File: config.mk
export PLATFORM = sky130hd
export DESIGN_NAME = must_cache_age_update
export DESIGN_NICKNAME = d
export VERILOG_FILES = /design/src/design/mca_pkg.sv /design/src/design/mca_lanes.sv /design/src/design/must_cache_age_update.sv
export SDC_FILE = /design/constraint.sdc
export NUM_CORES = 2
export LEC_CHECK = 0
export BUFFER_PORTS_ARGS = -buffer_cell sky130_fd_sc_hd__buf_2
export CAP_MARGIN = 0
export CORE_AREA = 2 2 389 391
export CTS_CLUSTER_DIAMETER = 60
export DETAILED_ROUTE_END_ITERATION = 8
export DIE_AREA = 0 0 391 393
export HOLD_SLACK_MARGIN = 0.1
export SETUP_SLACK_MARGIN = 0.02
export SLEW_MARGIN = 0
export SYNTH_ARGS = -nofsm -noshare
export SYNTH_HDL_FRONTEND = slang
export SYNTH_SLANG_ARGS = --single-unit
File: constraint.sdc
create_clock -name clk_i -period 11.1 [get_ports clk_i]
set_clock_uncertainty 0.1 [all_clocks]
set_input_delay 0 -clock clk_i [delete_from_list [all_inputs] [get_ports clk_i]]
set_output_delay 0 -clock clk_i [all_outputs]
set_load 0.005 [all_outputs]
File: src/design/mca_pkg.sv
// Package for the must-cache age update block: sizes, age type, operation codes, control struct.
package mca_pkg;

  // Sizes
  localparam int MAX_BLOCKS = 64;
  localparam int MAX_ASSOC  = 16;
  localparam int BLK_W      = $clog2(MAX_BLOCKS);
  localparam int CNT_W      = $clog2(MAX_BLOCKS + 1);
  localparam int ASSOC_W    = 5;
  localparam int SET_W      = 10;
  localparam int AGE_W      = 6;
  localparam int OP_W       = 3;
  localparam int CFG_IDX_W  = 2;
  localparam int CFG_DATA_W = 10;

  typedef logic signed [AGE_W-1:0] age_t;

  // Special ages and reset values
  localparam age_t AGE_BOT = -6'sd1;
  localparam logic [ASSOC_W-1:0] RST_ASSOC = 5'd4;
  localparam logic [SET_W-1:0]   RST_SET   = '0;
  localparam logic [CNT_W-1:0]   RST_COUNT = CNT_W'(MAX_BLOCKS);

  // Operation codes
  localparam logic [OP_W-1:0] OP_NONE     = 3'd0;
  localparam logic [OP_W-1:0] OP_FETCH    = 3'd1;
  localparam logic [OP_W-1:0] OP_PREFETCH = 3'd2;
  localparam logic [OP_W-1:0] OP_JOIN     = 3'd3;
  localparam logic [OP_W-1:0] OP_WRITE    = 3'd4;
  localparam logic [OP_W-1:0] OP_SET_TOP  = 3'd5;
  localparam logic [OP_W-1:0] OP_SET_BOT  = 3'd6;
  localparam logic [OP_W-1:0] OP_COMPARE  = 3'd7;

  // Configuration register indexes
  localparam logic [CFG_IDX_W-1:0] CFG_ASSOC = 2'd0;
  localparam logic [CFG_IDX_W-1:0] CFG_SET   = 2'd1;
  localparam logic [CFG_IDX_W-1:0] CFG_COUNT = 2'd2;

  // Update control from the top level to the age lanes
  typedef struct packed {
    logic             upd;       // commit next state this cycle
    logic             fetch_en;  // age the younger blocks
    logic             elem_en;   // write new_age into the addressed block
    logic [BLK_W-1:0] blk;
    age_t             new_age;
  } mca_ctl_t;

endpackage

File: src/design/mca_lanes.sv
// Age registers, one lane per memory block, with parallel fetch aging and bottom detection.
module mca_lanes (
  input  logic                      clk_i,
  input  logic                      rst_ni,
  input  mca_pkg::mca_ctl_t         ctl_i,
  input  logic [mca_pkg::CNT_W-1:0] active_n_i,
  output mca_pkg::age_t             ref_age_o,
  output logic                      all_bot_cur_o,
  output logic                      all_bot_nxt_o
);

  mca_pkg::age_t ages_q [mca_pkg::MAX_BLOCKS];
  mca_pkg::age_t ages_d [mca_pkg::MAX_BLOCKS];

  // Read the addressed block
  assign ref_age_o = ages_q[ctl_i.blk];

  // Compute next ages and bottom flags over active lanes
  always_comb begin
    all_bot_cur_o = 1'b1;
    all_bot_nxt_o = 1'b1;
    for (int i = 0; i < mca_pkg::MAX_BLOCKS; i++) begin
      ages_d[i] = ages_q[i];
      if (ctl_i.elem_en && (ctl_i.blk == mca_pkg::BLK_W'(i))) begin
        ages_d[i] = ctl_i.new_age;
      end else if (ctl_i.fetch_en && (mca_pkg::CNT_W'(i) < active_n_i) &&
                   (ages_q[i] < ref_age_o) && (ages_q[i] != mca_pkg::AGE_BOT)) begin
        ages_d[i] = ages_q[i] + mca_pkg::age_t'(1);
      end
      if (mca_pkg::CNT_W'(i) < active_n_i) begin
        if (ages_q[i] != mca_pkg::AGE_BOT) all_bot_cur_o = 1'b0;
        if (ages_d[i] != mca_pkg::AGE_BOT) all_bot_nxt_o = 1'b0;
      end
    end
  end

  // Commit on advance; reset every block to top
  always_ff @(posedge clk_i or negedge rst_ni) begin
    if (!rst_ni) begin
      for (int i = 0; i < mca_pkg::MAX_BLOCKS; i++) begin
        ages_q[i] <= mca_pkg::age_t'({1'b0, mca_pkg::RST_ASSOC});
      end
    end else if (ctl_i.upd) begin
      for (int i = 0; i < mca_pkg::MAX_BLOCKS; i++) begin
        ages_q[i] <= ages_d[i];
      end
    end
  end

endmodule

File: src/design/must_cache_age_update.sv
// Top level of the must-cache LRU age update block.
//
//  channel  direction  handshake                    payload
//  in       input      in_valid_i / in_stall_o      operation, access_set, block_index, other_age
//  out      output     out_valid_o / out_stall_i    element_age, state_is_bottom, element_matches
//  cfg      input      cfg_we_i                     cfg_addr_i, cfg_data_i
//
// One transaction per cycle while the result side does not stall; the input register holds the accepted transaction.
// The input register feeds one pass of lane logic (64 parallel age comparators)
// that commits the block ages and loads the result register in the same edge.
// Reset sets every age to top (4), associativity 4, set 0, block count 64.
// A stalled result holds the input register, which stalls the input side.
module must_cache_age_update (
  input  logic                          clk_i,
  input  logic                          rst_ni,
  input  logic                          cfg_we_i,
  input  logic [mca_pkg::CFG_IDX_W-1:0] cfg_addr_i,
  input  logic [mca_pkg::CFG_DATA_W-1:0] cfg_data_i,
  input  logic                          in_valid_i,
  output logic                          in_stall_o,
  input  logic [mca_pkg::OP_W-1:0]      operation_i,
  input  logic [mca_pkg::SET_W-1:0]     access_set_i,
  input  logic [mca_pkg::BLK_W-1:0]     block_index_i,
  input  logic signed [mca_pkg::AGE_W-1:0] other_age_i,
  output logic                          out_valid_o,
  input  logic                          out_stall_i,
  output logic signed [mca_pkg::AGE_W-1:0] element_age_o,
  output logic                          state_is_bottom_o,
  output logic                          element_matches_o
);

  // Configuration registers
  logic [mca_pkg::ASSOC_W-1:0] assoc_q;
  logic [mca_pkg::SET_W-1:0]   tset_q;
  logic [mca_pkg::CNT_W-1:0]   count_q;

  always_ff @(posedge clk_i or negedge rst_ni) begin
    if (!rst_ni) begin
      assoc_q <= mca_pkg::RST_ASSOC;
      tset_q  <= mca_pkg::RST_SET;
      count_q <= mca_pkg::RST_COUNT;
    end else if (cfg_we_i) begin
      case (cfg_addr_i)
        mca_pkg::CFG_ASSOC: assoc_q <= cfg_data_i[mca_pkg::ASSOC_W-1:0];
        mca_pkg::CFG_SET:   tset_q  <= cfg_data_i[mca_pkg::SET_W-1:0];
        mca_pkg::CFG_COUNT: count_q <= cfg_data_i[mca_pkg::CNT_W-1:0];
        default: ;
      endcase
    end
  end

  // Saturate associativity and block count
  mca_pkg::age_t               top_age;
  logic [mca_pkg::CNT_W-1:0]   active_n;

  always_comb begin
    if (assoc_q == '0) begin
      top_age = mca_pkg::age_t'(1);
    end else if (assoc_q > mca_pkg::ASSOC_W'(mca_pkg::MAX_ASSOC)) begin
      top_age = mca_pkg::age_t'(mca_pkg::MAX_ASSOC);
    end else begin
      top_age = mca_pkg::age_t'({1'b0, assoc_q});
    end
    if (count_q > mca_pkg::CNT_W'(mca_pkg::MAX_BLOCKS)) begin
      active_n = mca_pkg::CNT_W'(mca_pkg::MAX_BLOCKS);
    end else begin
      active_n = count_q;
    end
  end

  // Input register
  logic                        s1_valid_q;
  logic [mca_pkg::OP_W-1:0]    op_q;
  logic [mca_pkg::SET_W-1:0]   aset_q;
  logic [mca_pkg::BLK_W-1:0]   blk_q;
  mca_pkg::age_t               other_q;
  logic                        s1_adv;
  logic                        in_acc;

  assign s1_adv     = s1_valid_q && (!out_valid_o || !out_stall_i);
  assign in_stall_o = s1_valid_q && !s1_adv;
  assign in_acc     = in_valid_i && !in_stall_o;

  always_ff @(posedge clk_i or negedge rst_ni) begin
    if (!rst_ni) begin
      s1_valid_q <= 1'b0;
    end else if (in_acc) begin
      s1_valid_q <= 1'b1;
    end else if (s1_adv) begin
      s1_valid_q <= 1'b0;
    end
  end

  always_ff @(posedge clk_i) begin
    if (in_acc) begin
      op_q    <= operation_i;
      aset_q  <= access_set_i;
      blk_q   <= block_index_i;
      other_q <= other_age_i;
    end
  end

  // Per-item decode and new age of the addressed block
  mca_pkg::mca_ctl_t ctl;
  mca_pkg::age_t     ref_age;
  mca_pkg::age_t     clamped;
  mca_pkg::age_t     new_age;
  logic              all_bot_cur;
  logic              all_bot_nxt;
  logic              in_range;
  logic              fetch_en;
  logic              match;

  assign in_range = {1'b0, blk_q} < active_n;
  assign fetch_en = in_range && (aset_q == tset_q) && !all_bot_cur &&
                    ((op_q == mca_pkg::OP_FETCH) || (op_q == mca_pkg::OP_PREFETCH));
  assign match    = in_range && (op_q == mca_pkg::OP_COMPARE) && (ref_age == other_q);

  always_comb begin
    if (other_q < mca_pkg::AGE_BOT) begin
      clamped = mca_pkg::AGE_BOT;
    end else if (other_q > top_age) begin
      clamped = top_age;
    end else begin
      clamped = other_q;
    end
    case (op_q)
      mca_pkg::OP_FETCH:    new_age = fetch_en ? '0 : ref_age;
      mca_pkg::OP_PREFETCH: new_age = (fetch_en && (ref_age == mca_pkg::AGE_BOT)) ?
                                      '0 : ref_age;
      mca_pkg::OP_JOIN:     new_age = (clamped > ref_age) ? clamped : ref_age;
      mca_pkg::OP_WRITE:    new_age = clamped;
      mca_pkg::OP_SET_TOP:  new_age = top_age;
      mca_pkg::OP_SET_BOT:  new_age = mca_pkg::AGE_BOT;
      default:              new_age = ref_age;
    endcase
  end

  always_comb begin
    ctl.upd      = s1_adv;
    ctl.fetch_en = fetch_en;
    ctl.elem_en  = in_range;
    ctl.blk      = blk_q;
    ctl.new_age  = new_age;
  end

  mca_lanes u_lanes (
    .clk_i         (clk_i),
    .rst_ni        (rst_ni),
    .ctl_i         (ctl),
    .active_n_i    (active_n),
    .ref_age_o     (ref_age),
    .all_bot_cur_o (all_bot_cur),
    .all_bot_nxt_o (all_bot_nxt)
  );

  // Result register
  logic          out_valid_q;
  mca_pkg::age_t eage_q;
  logic          bot_q;
  logic          match_q;

  always_ff @(posedge clk_i or negedge rst_ni) begin
    if (!rst_ni) begin
      out_valid_q <= 1'b0;
    end else if (s1_adv) begin
      out_valid_q <= 1'b1;
    end else if (!out_stall_i) begin
      out_valid_q <= 1'b0;
    end
  end

  always_ff @(posedge clk_i) begin
    if (s1_adv) begin
      eage_q  <= in_range ? new_age : mca_pkg::AGE_BOT;
      bot_q   <= all_bot_nxt;
      match_q <= match;
    end
  end

  assign out_valid_o       = out_valid_q;
  assign element_age_o     = eage_q;
  assign state_is_bottom_o = bot_q;
  assign element_matches_o = match_q;

  // Checks
  a_stall_needs_item: assert property (@(posedge clk_i) disable iff (!rst_ni)
    in_stall_o |-> s1_valid_q)
    else $error("input stalled with empty input register");

  a_adv_gives_result: assert property (@(posedge clk_i) disable iff (!rst_ni)
    s1_adv |=> out_valid_o)
    else $error("advanced transaction produced no result");

  a_state_holds: assert property (@(posedge clk_i) disable iff (!rst_ni)
    (!s1_adv && !cfg_we_i) |=> $stable(all_bot_cur))
    else $error("age state changed without a transaction");

  a_match_in_range: assert property (@(posedge clk_i) disable iff (!rst_ni)
    (s1_adv && match) |-> (op_q == mca_pkg::OP_COMPARE))
    else $error("match flagged on a non-compare transaction");

endmodule

### Word level (Yosys, flattened, before mapping)

Cells that the tools add are included.

* bitwise logic cells: 1
* reductions and logical operators: 279
* $lt $le $gt $ge: 135
* add/subtract/negate cells: 64
* mux-type cells: 400
* equal/unequal tests: 204

Operators with widths (count)
* $mux 6: 135
* $ne 6x1->1 const B: 128
* $add 6x2->6 const B: 64
* $lt 6x6->1: 64
* $logic_and 1x1->1: 265
* $mux 1: 260
* $lt 6x7->1 const A: 32
* $eq 6x6->1 const B: 32
* $lt 5x7->1 const A: 16
* $eq 6x5->1 const B: 16
* $lt 4x7->1 const A: 8
* $eq 6x4->1 const B: 8
* $bmux 6 s6: 1
* $pmux 6 s6: 1
* $lt 3x7->1 const A: 4
* $eq 6x3->1 const B: 4
* $lt 1x7->1 const A: 2
* $lt 2x7->1 const A: 2
* $eq 3x3->1 const B: 4
* $eq 6x1->1 const B: 2
* $eq 6x2->1 const B: 2
* $gt 6x6->1: 2
* $eq 10x10->1: 1
* $mux 5: 2
* 20 further kinds: 28

* input bits: 42
* output and inout bits: 10
* flip-flop bits (word level): 441

### Longest topological paths before layout

* depth in word-level cells: 267
* depth in mapped cells: 31

### Modules after synthesis

Synthesis repeated with hierarchy kept, for this count alone.

* cells, all modules: 5527
* area total of the unflattened synthesis: 45326.0 um^2

Modules (own cells, without submodules)
* mca_lanes: times used 1, area an instance 42109.1 um^2, cells an instance 5239, sequential area each 9689.3 um^2
* must_cache_age_update: times used 1, area an instance 3216.8 um^2, cells an instance 288, sequential area each 1594.0 um^2

### Worst setup path before layout

No wires, ideal clock.

* path type: reg-to-reg
* start: register blk_q[1] in the netlist's numbering
* end: register bot_q, in the netlist state_is_bottom_o (data pin)
* setup time: 170 ps
* path buffers: 4
* arrival: 8232 ps
* stages on the path, launching flop included: 26
* setup slack: 2598 ps
* required time: 10830 ps
* cells stage by stage: edfxtp_1 > buf_2 > buf_6 > mux4_2 > mux4_2 > nand2_1 > nand2_1 > o21ai_1 > ha_1 > and4_1 > a32oi_1 > o31a_1 > clkbuf_1 > and2_1 > o22ai_1 > o21a_1 > nor2_1 > o31ai_1 > clkbuf_1 > nor3_1 > nand2_1 > o21ai_0 > o2111ai_1 > nor4_1 > nand4_1 > nor4_2

* word-level cells in the longest chain between the ends: 138
* elaborated cells between the ends (all ways): 719
* classes of those cells: order compare: 66; eq/ne: 128; mux: 263; bitwise: 1; reduce/logical: 261

RTL lines
* from (decl): RTL line must_cache_age_update.sv:75 `logic [mca_pkg::BLK_W-1:0] blk_q;`
* from (signal assigned): RTL line must_cache_age_update.sv:98 `blk_q <= block_index_i;`
* branches (longest 137 deep; another with $gt 6x6->1)
* $mux 1 *: RTL line mca_lanes.sv:30 `if (mca_pkg::CNT_W'(i) < active_n_i) begin`
* via all_bot_nxt: RTL line must_cache_age_update.sv:109 `logic all_bot_nxt;`
* to (signal assigned): RTL line must_cache_age_update.sv:176 `bot_q <= all_bot_nxt;`
* to (decl): RTL line must_cache_age_update.sv:160 `logic bot_q;`

Mark *: on every way through the listed nets, which the timed path passes. The select of a mux whose other input is x is not followed.
A chain may end at the register's enable or synchronous reset.

### Final worst setup path

* start: register blk_q[2] in the netlist's numbering
* end: register bot_q, in the netlist state_is_bottom_o (data pin)

The elaborated chain is that of the path after synthesis.

==> key figures <==
Timing
  – Final hold violation count: 0
  – Min Tclk post-route: 10.58 ns
  – Final setup fails: 0
  – Maximum clock rate: 0.09452 GHz
  – Final Max Slew Viols: 25
  – Slew headroom: -0.09373
  – Final Cycle Share: 0.9531
  – Worst Tran Pin Value: 1.637 ns
  – RSZ-0062 raised after global routing: false
  – Setup TNS: 0 ns
  – Worst setup margin: between 0.5 and 0.6 ns

Critical path
  – Startpoint types: flip-flop
  – Critical Path End Type: flip-flop
  – CP required: about 12 ns
  – Register-to-register path setup slack: 0.52 ns
  – CP max FO: 18
  – Critical setup path kind: reg2reg
  – Worst endpoint data arrival time: 11.03 ns

Floorplanning
  – Height of the die: between 300 and 400 um
  – Initial Util: 0.2990
  – Die footprint: 153,700 sq um
  – Core Region: 149,200 sq um
  – # IOs: 52
  – # rows: around 140
  – Chip Width: 391 um

Outcome
  – Failing checks: max-capacitance violations, max-slew violations
  – Status: finished with violations

Cells and area
  – Final #Nets: 6,055
  – Final instance area: 50,790 sq um
  – Fill cells: roughly 16,000
  – Area Growth Syn to Fin: 13.80%
  – Layout cell share with drive strength beyond 1: 0.1150

Synthesis
  – Yosys top cell by area: dfrtp_1
  – Synth warnings: 0
  – Synth area leaders: dfrtp_1, ha_1, a21oi_1
  – Sequential fraction of the synthesis area: 0.2528
  – Ys flop type: dfrtp_1
  – Synth async-reset ratio: 0.9252
  – Syn avg cell area: 7.966 sq um
  – Cells after Synth: 5,602
  – Number of enable flip-flop cells after synthesis: 33
  – Synthesized flop and latch total: 441
  – Yosys cell types: 113
  – Syn nets: 6,044
  – Share of the synthesized area in the top cell type: 0.1918
  – Synthesized area: between 40,000 and 50,000 sq um

Global route
  – First-pass GRT wire length: 337,900 um
  – Gr usage total: 0.3040
  – Vias in the first global route: about 45,000
  – GRT Residual Overflow: 0
  – Largest net degree at the start of global routing: approximately 130
  – Initial antenna violation count: 25

Power and ir drop
  – PwrDens: 197.8 nW/um^2
  – Leakage dissipation: between 20 and 25 nW
  – Switching pwr: 4.847 mW
  – Clock share of power: 0.266
  – Sequential share of power: 0.305
  – Worst VDD drop: 110.2 uV
  – Combinational power share: 0.430
  – Sw Ratio: 0.4826
  – Internal: 5.196 mW

Route
  – Avg Vias per Cell: about 6.4
  – Drt wl/cell: 31.34 um
  – Routed Antenna Nets: 0
  – DR vias: 49,212
  – Drc violations: 0
  – Routed WL: approximately 240,000 um
  – Iter 0 DRT Violations: between 7,000 and 8,000
  – Initial DRT Pass Iterations: 9

Placed design
  – IO Port Bufs: 51
  – Area after DPL: 47,070 sq um
  – Routability cong.: 1.086
  – HPWL after detailed placement: approximately 170,000 um
  – Post-place setup slack: 0.9118 ns

CTS
  – CTS buffer count: slightly below 80
  – Post-cts gate resize count: 0
  – CTS sink count: about 440
  – Setup bufs post-CTS: 0
  – Hold Buf Count CTS: 89
  – Clock buffer depth: 3
  – CTS tree: yes
  – CTS root buf: clkbuf_16
  – H-tree levels: 3
  – Clock Latency Late Sink: approximately 0.74 ns
  – Clock-pin slew on the worst setup and hold paths: 0.05 ns

Worst hold path
  – Min-delay worst type: reg2reg

Job
  – Max Cap Violations: 5
[layout make-up]
cell class	count	area, sq um	area share
Antenna cell	11	27.53	0.0005420
Clock buffer	89	2053	0.04043
Clock inverter	56	711.9	0.01402
Inverter	139	529.3	0.01042
Multi-Input combinational cell	4701	31590	0.6221
Sequential cell	441	11280	0.2222
Tap cell	1944	2432	0.04789
Timing Repair Buffer	252	2156	0.04245
[cell families after synthesis]
| logic type | count (synthesis) | synth area share |
|---|---|---|
| buffers and inverters | 460 | 0.04444 |
| and+or+nand+nor | 2161 | 0.2297 |
| AOI/OAI and AO/OA | 1678 | 0.2371 |
| muxes | 284 | 0.08879 |
| xor gates and xnor gates | 177 | 0.03474 |
| adders and majority gates | 401 | 0.1124 |
| DFF | 441 | 0.2528 |
[worst paths after layout]
path / cells past startpoint / to / start
max: 22 / state_is_bottom_o / blk_q[2]
min in group asynchronous: 3 / u_lanes.ages_q[98] / rst_ni
max in group asynchronous: 5 / u_lanes.ages_q[88] / rst_ni
min reg2reg: 1 / count_q[0] / count_q[0]
max reg2reg: 22 / state_is_bottom_o / blk_q[2]
min: 1 / count_q[0] / count_q[0]
[placed cells by master (no fill, tap or decap), drive strengths merged, types with 100 or more instances in the layout]
master and instances:
nand2 674, nor2 600, a21oi 521, ha 400, o21ai 349, dfrtp 342
nand3 230, o22ai 187, buf 164, inv 153, nand4 121, mux2i 109
and3 100, nor3 100
[routing by layer]
| layer | GRT usage | share of wire | wire length, um | up-vias |
|---|---|---|---|---|
| li1 | - | - | - | 21150 |
| met1 | 0.3782 | 0.39 | 92280 | 23918 |
| met2 | 0.4430 | 0.41 | 98560 | 3237 |
| met3 | 0.09317 | 0.12 | 28350 | 883 |
| met4 | 0.2201 | 0.083 | 19870 | 24 |
| met5 | 0.004147 | 0.00077 | 184 | - |
[worst max-delay path, cell delays in order (launching register included)]
cell	delay (ns)
edfxtp_1	0.87
nor2b_1	1.34
a22oi_1	0.23
nand2_1	0.25
a21oi_1	0.23
a21o_4	0.47
ha_1	0.38
o211ai_1	0.09
a21oi_1	0.14
o31a_1	0.41
and2_1	0.28
o22ai_1	0.13
o21a_1	0.27
nor2_1	0.65
o31ai_2	0.15
buf_4	0.33
nor3_2	0.87
nand2_1	0.90
nor2_1	0.29
a211oi_1	0.10
nor4_1	1.19
nand4_1	0.40
nor4_2	0.24
[power groups by stage]
stage	Combinational [mW]	Sequential [mW]	Clock (mW)
finish	4.31	3.06	2.67
global route	4.60	3.06	2.76
CTS	4.14	2.99	2.70
detailed placement	4.09	3.01	0
global placement	4.02	3.02	0
floorplan	2.70	2.50	0
[flip-flops by register name, summed over array words and instances, names as in the netlist]
register / count
element_matches_o: 1
tset_q: 10
op_q: 3
s1_valid_q: 1
state_is_bottom_o: 1
out_valid_o: 1
aset_q: 10
element_age_o: 6
blk_q: 6
other_q: 6
u_lanes.ages_q: 384
count_q: 7
assoc_q: 5
[Yosys cell counts (all sizes together), types with 79 or more instances]
library cell	number
xnor2	94
and3	100
nor3	100
nand3	230
mux4	80
ha	400
nand4	121
nand2	674
mux2	95
dfrtp	342
clkbuf	203
buf	118
nor2	600
a31oi	79
inv	137
a21oi	521
mux2i	109
o21ai	349
xor2	83
o22ai	187
[metrics by stage]
step	total power, mW	utilization	hold WS, ns	std cells
6_report	10.04	0.3403	0.4243	7633
5_1_grt	10.43	0.3401	0.4451	7622
4_1_cts	9.828	0.3400	0.3959	7622
3_5_place_dp	7.103	0.3154	-0.0009161	7388
3_3_place_gp	7.037	0.3153	-0.0002957	7387
2_1_floorplan	5.205	-	-0.3956	5602
Power figures use the tool's default switching activity.
